==> src/rtl/cfa_pkg.sv <==
// Shared constants and the byte-wide CRC-32 step for the framed archive checker.
package cfa_pkg;

	localparam int unsigned CountW = 25;
	localparam logic [CountW-1:0] CountMax = {CountW{1'b1}};
	localparam logic [CountW-1:0] MinFrameBytes = 25'd42;
	localparam logic [CountW-1:0] HeaderBytes = 25'd16;
	localparam logic [CountW-1:0] MagicEnd = 25'd8;
	localparam logic [CountW-1:0] LengthEnd = 25'd12;
	localparam logic [CountW-1:0] FirstPayload = 25'd16;
	localparam logic [CountW-1:0] SecondPayload = 25'd17;
	localparam logic [7:0] PayloadTag = 8'd1;

	localparam logic [31:0] CrcPoly = 32'hEDB88320;
	localparam logic [31:0] CrcInit = 32'hFFFFFFFF;

	localparam logic [63:0] MagicReset = 64'h4C454D4F4E535631;
	localparam logic [23:0] MaxPayloadReset = 24'd8388608;

	// configuration register indexes
	localparam logic [7:0] RegMagic = 8'd0;
	localparam logic [7:0] RegMaxPayload = 8'd1;

	// reflected CRC-32, one byte, eight shift steps unrolled
	function automatic logic [31:0] crc_byte(input logic [31:0] crc, input logic [7:0] b);
		logic [31:0] c;
		c = crc ^ {24'd0, b};
		for (int k = 0; k < 8; k++) begin
			c = (c >> 1) ^ (c[0] ? CrcPoly : 32'd0);
		end
		return c;
	endfunction

endpackage

==> src/rtl/crc32_framed_archive_check.sv <==
// Top level of the framed archive checker: input stage, status register, config regs.
//
// Input channel: one archive byte per beat (data_byte, last_byte) on in_valid/in_ready.
// Output channel: one status beat per archive (0 valid, 1 invalid) on out_valid/out_ready,
// issued only for the beat that carries last_byte.
// Config channel: cfg_index 0 writes the 64-bit magic (first byte in bits 63..56),
// index 1 writes the 24-bit payload limit from cfg_data[23:0]; other indexes are
// ignored. cfg_ready is always high; write only while no archive is in flight.
// Order: a byte enters the input register on acceptance and is folded into the frame
// state when that register fires; a final byte's status is registered in the same edge,
// so out_valid is driven by the status register, behind the input register.
// Throughput: one byte per cycle through the byte-wide CRC update, unless the output stalls.
// When the receiver stalls, the status waits in the output register; the input
// register still holds one more byte and further non-final bytes keep flowing until a
// second final byte meets the full output register, then in_ready drops.
// Reset clears the frame state, the stages and loads the default magic and limit.
module crc32_framed_archive_check
	import cfa_pkg::*;
(
	input  logic        clk,
	input  logic        arst_n,
	input  logic        in_valid,
	output logic        in_ready,
	input  logic [7:0]  data_byte,
	input  logic        last_byte,
	output logic        out_valid,
	input  logic        out_ready,
	output logic        status,
	input  logic        cfg_valid,
	output logic        cfg_ready,
	input  logic [7:0]  cfg_index,
	input  logic [63:0] cfg_data
);

	logic        valid_s1;
	logic [7:0]  byte_s1;
	logic        last_s1;
	logic        fire_s1;
	logic        status_next;
	logic [63:0] magic_q;
	logic [23:0] max_payload_q;
	logic        out_valid_q;
	logic        status_q;

	// stage fires unless a final byte finds the status register occupied and not being read
	assign fire_s1  = valid_s1 && (!last_s1 || !out_valid_q || out_ready);
	assign in_ready = !valid_s1 || fire_s1;
	assign cfg_ready = 1'b1;

	// input register
	always_ff @(posedge clk or negedge arst_n) begin
		if (!arst_n) begin
			valid_s1 <= 1'b0;
		end else if (in_ready) begin
			valid_s1 <= in_valid;
		end
	end

	always_ff @(posedge clk) begin
		if (in_valid && in_ready) begin
			byte_s1 <= data_byte;
			last_s1 <= last_byte;
		end
	end

	// configuration registers
	always_ff @(posedge clk or negedge arst_n) begin
		if (!arst_n) begin
			magic_q       <= MagicReset;
			max_payload_q <= MaxPayloadReset;
		end else if (cfg_valid && cfg_ready) begin
			if (cfg_index == RegMagic) magic_q <= cfg_data;
			if (cfg_index == RegMaxPayload) max_payload_q <= cfg_data[23:0];
		end
	end

	cfa_frame_tracker u_tracker (
		.clk               (clk),
		.arst_n            (arst_n),
		.step              (fire_s1),
		.data_byte         (byte_s1),
		.last_byte         (last_s1),
		.magic_word        (magic_q),
		.max_payload_bytes (max_payload_q),
		.status            (status_next)
	);

	// status register
	always_ff @(posedge clk or negedge arst_n) begin
		if (!arst_n) begin
			out_valid_q <= 1'b0;
		end else if (fire_s1 && last_s1) begin
			out_valid_q <= 1'b1;
		end else if (out_ready) begin
			out_valid_q <= 1'b0;
		end
	end

	always_ff @(posedge clk) begin
		if (fire_s1 && last_s1) status_q <= status_next;
	end

	assign out_valid = out_valid_q;
	assign status    = status_q;

endmodule

==> src/rtl/cfa_frame_tracker.sv <==
// Per-archive state: magic, header fields, payload CRC and the final verdict.
module cfa_frame_tracker
	import cfa_pkg::*;
(
	input  logic        clk,
	input  logic        arst_n,
	input  logic        step,
	input  logic [7:0]  data_byte,
	input  logic        last_byte,
	input  logic [63:0] magic_word,
	input  logic [23:0] max_payload_bytes,
	output logic        status
);

	logic [CountW-1:0] count_q, count_d;
	logic              magic_ok_q, magic_ok_d;
	logic [31:0]       length_q, length_d;
	logic [31:0]       crc_field_q, crc_field_d;
	logic [31:0]       crc_q, crc_d;
	logic              format_ok_q, format_ok_d;

	logic [5:0]        magic_lane;
	logic [4:0]        field_lane;
	logic [CountW-1:0] payload_len;
	logic              frame_ok;

	assign magic_lane = {3'd7 - count_q[2:0], 3'b000};
	assign field_lane = {count_q[1:0], 3'b000};

	// next state for this byte
	always_comb begin
		magic_ok_d  = magic_ok_q;
		length_d    = length_q;
		crc_field_d = crc_field_q;
		crc_d       = crc_q;
		format_ok_d = format_ok_q;
		priority if (count_q < MagicEnd) begin
			if (magic_word[magic_lane +: 8] != data_byte) magic_ok_d = 1'b0;
		end else if (count_q < LengthEnd) begin
			length_d[field_lane +: 8] = length_q[field_lane +: 8] | data_byte;
		end else if (count_q < HeaderBytes) begin
			crc_field_d[field_lane +: 8] = crc_field_q[field_lane +: 8] | data_byte;
		end else begin
			crc_d = crc_byte(crc_q, data_byte);
			if ((count_q == FirstPayload || count_q == SecondPayload) &&
			    data_byte != PayloadTag) format_ok_d = 1'b0;
		end
		count_d = (count_q < CountMax) ? count_q + 1'b1 : count_q;
	end

	// verdict on the updated state
	assign payload_len = count_d - HeaderBytes;
	assign frame_ok = (count_d >= MinFrameBytes) &&
	                  (payload_len <= {1'b0, max_payload_bytes}) &&
	                  magic_ok_d && format_ok_d &&
	                  (length_d == {7'd0, payload_len}) &&
	                  (crc_field_d == ~crc_d);
	assign status = ~frame_ok;

	// state registers, cleared after the final byte
	always_ff @(posedge clk or negedge arst_n) begin
		if (!arst_n) begin
			count_q     <= '0;
			magic_ok_q  <= 1'b1;
			length_q    <= '0;
			crc_field_q <= '0;
			crc_q       <= CrcInit;
			format_ok_q <= 1'b1;
		end else if (step) begin
			if (last_byte) begin
				count_q     <= '0;
				magic_ok_q  <= 1'b1;
				length_q    <= '0;
				crc_field_q <= '0;
				crc_q       <= CrcInit;
				format_ok_q <= 1'b1;
			end else begin
				count_q     <= count_d;
				magic_ok_q  <= magic_ok_d;
				length_q    <= length_d;
				crc_field_q <= crc_field_d;
				crc_q       <= crc_d;
				format_ok_q <= format_ok_d;
			end
		end
	end

endmodule
==> config.mk <==
export PLATFORM = sky130hd
export DESIGN_NAME = crc32_framed_archive_check
export DESIGN_NICKNAME = d
export VERILOG_FILES = /design/src/rtl/cfa_pkg.sv /design/src/rtl/crc32_framed_archive_check.sv /design/src/rtl/cfa_frame_tracker.sv
export SDC_FILE = /design/constraint.sdc
export NUM_CORES = 1
export LEC_CHECK = 0
export BUFFER_PORTS_ARGS = -buffer_cell sky130_fd_sc_hd__buf_2
export CAP_MARGIN = 40
export CORE_UTILIZATION = 27
export CTS_CLUSTER_DIAMETER = 200
export CTS_CLUSTER_SIZE = 10
export DETAILED_ROUTE_END_ITERATION = 10
export PLACE_DENSITY = 0.54
export REMOVE_ABC_BUFFERS = 1
export SYNTH_ARGS = -nofsm -noshare
export SYNTH_HDL_FRONTEND = slang
export SYNTH_SLANG_ARGS = --single-unit
==> constraint.sdc <==
create_clock -name clk -period 4.6 [get_ports clk]
set_input_delay 0.23 -clock clk [delete_from_list [all_inputs] [get_ports clk]]
set_output_delay 0.23 -clock clk [all_outputs]
set_load 0.01 [all_outputs]
==> flow_summary.toml <==
[run_status]
status = "finished clean"

[timing]
whs_ns = 0.0174
fin_crit_sh = 0.963
fin_tns_setup_ns = 0
fmax_mhz = 226
max_slew_margin = 0.264
finalMaxSlewViolations = 0
rsz0062_at_grt = "no"
fin_skew_ns = 0.0202
tightest_slew_ns = 1.10
post-route-min-period_ns = 4.43
setup_viol_count_final = 0
hold_viol = 0
post-route-worst-setup-slack_ns = 0.172

[logic_synthesis]
synth_warnings = 0
ys_types = 81
synthArstFlopShare = 0.955
synthFlopType = "dfrtp_1"
syn_area_mm2 = 0.0148
synth_area_per_cell_um2 = 9.89
synth-seq-area-share = 0.385
syn_inst = 1501
synth-edff-count = 10
ys_ff_latch = 223

[worst_setup_path]
cp.arrival_ns = 4.72
worstPathMaxFanout = 14
cp-end-kind = "flop"
path_buf_inv = 5
critical_path_required_ns = 4.89
timing.rr.start = "u_tracker.count_q[13]"
worstRegToRegCells = 16
path_cells = "buf_4, nor4_1, buf_4, and4_1, buf_4, nand4_1, buf_4, a2bb2oi_1, xnor2_1, nor4_1, nand4_1, or4_1, nor4_2, buf_4, nand4_1, nand4b_1"
path_delay_family = "simple AND/OR/NAND/NOR gates"
timing.rr.end = "status"
max_stage_delay_ns = 0.56
cpMostUsedCell = "buf_4"
crit_type = "flop to flop"
slowest_stage = "or4_1"
start_kind = "flop"
r2r_slack_ns = 0.17

[pwr]
power_frac_clock = 0.336
power.leakage_uw = 0.00759
p_sw_uw = 1910
netSwitchingFraction = 0.328
internal_power_uw = 3920
pwr-share-seq = 0.398
power.density_mw_per_mm2 = 314
vdd_ir_drop_max_mv = 0.315
p_comb_frac = 0.266

[final_layout]
drive_above_1_share = 0.287
final_common_cell = "nand2_1"
antenna_cells = 0
layout.nets = 1870
mostFrequentLayoutCells = "nand2_1, dfrtp_1, buf_4"
areaGrowthSynthToFinish_pct = 24.8

[place]
portBuffers = 88
hpwl_mm = 39.0
place_congestion = 0.910
dp_slack_ns = 0.158

[routing]
drtIter0Drc = 1127
wire_per_inst_um = 21.4
drtAntennaViolNets = 0
drt_pass1_iterations = 5
viasPerCell = 5.26
drc = 0
vias = 13000
postRouteWirelength_mm = 52.8

[job]
drv_cap = 0

[global_routing]
grt_use_total = 0.188
grt_util_met2 = 0.293
globalRouteOverflowTotal = 0
use_met1 = 0.264
grt_max_degree = 135
grt_antenna_before_repair = 0
grt_pass1_vias = 13000
grt.busiest_layer = "met2"
grt_use_met3 = 0.0385
grt_pass1_wl_mm = 81.1

[clock_network]
clockRootBuffer = "clkbuf_16"
cts_tree = "built"
clock_path_buffers = 3
clock_latency_ns = 0.57
clk_pin_slew_ns = 0.07
cts_made_buffers = 26
cts.sinks = 223
cts-htree-levels = 1

[worst_hold_path]
worstHoldStart = "cfg_data[21]"
hold_class = "input pin to flop"
hold_path_depth = 2
hold_end = "max_payload_q[21]"

[die]
rows = 85
pin_count = 90
coreArea_mm2 = 0.0540
chipWidth_um = 237
die_y_um = 237
start_util = 0.275
dieArea_mm2 = 0.0559
[state kept, by name, indices dropped and copies added (netlist names)]
| register | flops |
|---|---|
| u_tracker.count_q | 25 |
| byte_s1 | 8 |
| max_payload_q | 24 |
| u_tracker.format_ok_q | 1 |
| out_valid | 1 |
| u_tracker.crc_field_q | 32 |
| status | 1 |
| magic_q | 64 |
| last_s1 | 1 |
| u_tracker.length_q | 32 |
| u_tracker.crc_q | 32 |
| valid_s1 | 1 |
| u_tracker.magic_ok_q | 1 |
[power groups by stage]
stage          registers (uW)  logic [uW]  clock network, uW
6_report                 2320        1550               1960
5_1_grt                  2340        1670               2080
4_1_cts                  2310        1540               2000
3_5_place_dp             2350        1480                  0
3_3_place_gp             2340        1480                  0
2_1_floorplan            2340         890                  0
[per-stage QoR]
step / util / instances / area, um^2 / total power, uW
floorplan: - / 1413 / 14500 / 3230
CTS: 0.342 / 2466 / 18500 / 5850
global route: 0.343 / 2467 / 18500 / 6080
detailed placement: 0.315 / 2345 / 17000 / 3830
finish: 0.343 / 2467 / 18500 / 5830
global placement: 0.314 / 2343 / 17000 / 3820
[worst max path at each step]
stage | startpoint | depth (start not counted) | to
detailed placement | u_tracker.count_q[0] | 15 | status
global placement | u_tracker.count_q[0] | 15 | status
global route | u_tracker.count_q[8] | 16 | status
floorplan | u_tracker.count_q[0] | 20 | status
CTS | u_tracker.count_q[0] | 15 | status
finish | u_tracker.count_q[13] | 16 | status
[what timing repair did]
item,CTS,global route
hold buffers,74,0
endpoints found under the hold margin,177,0
endpoints found under the setup margin,0,1
setup buffers,0,1
gates resized for setup,0,5
[area by class of cell]
class | instances | area (um^2)
clock inverters | 2 | 38.8
repair buffers | 311 | 2380
flip-flops and latches | 223 | 5710
multi-input cells | 1149 | 8650
fillers | 5549 | 35500
clock buffers | 45 | 722
well taps | 696 | 871
inverters | 41 | 154
[Yosys cell counts (8+ instances only)]
cell,number,area [um^2]
and4_1,8,70.1
nor3_1,36,180
o31ai_1,9,67.6
nand4_1,38,238
a211oi_1,8,60.1
a31oi_1,16,100
nand3_1,27,135
and3_1,15,93.8
nor4_1,15,93.8
or2_2,10,62.6
a21oi_1,84,420
xnor2_1,101,885
nand2_1,151,567
inv_1,40,150
edfxtp_1,10,300
nor2_1,88,330
clkbuf_1,65,244
dfstp_2,65,1710
xor2_1,53,464
mux4_2,30,676
buf_4,8,60.1
ha_1,32,400
mux2i_1,33,330
dfrtp_1,148,3700
o21ai_0,117,586
a22oi_1,30,225
o22a_1,16,140
buf_2,13,65.1
mux2_2,91,1020
xnor2_2,9,146
[per-layer routing]
metal,vias to the layer above,routed length [um]
met3,71,4260
met4,0,1390
met1,6454,23600
met2,496,23500
met5,-,0
li1,5951,-
[cells by family (layout without fill, tap and decap cells)]
| kind of cell | count (synthesis) | after routing | share of synthesized area |
|---|---|---|---|
| buffers and inverters | 129 | 399 | 0.0362 |
| XOR/XNOR | 176 | 176 | 0.123 |
| other | 1 | 1 | 0.000253 |
| AND/OR/NAND/NOR | 449 | 449 | 0.153 |
| flip-flops | 223 | 223 | 0.385 |
| AO/OA/AOI/OAI | 336 | 336 | 0.139 |
| adder cells (fa/ha/maj) | 32 | 32 | 0.0270 |
| multiplexers | 155 | 155 | 0.138 |
(Power assumes the default switching activity.)
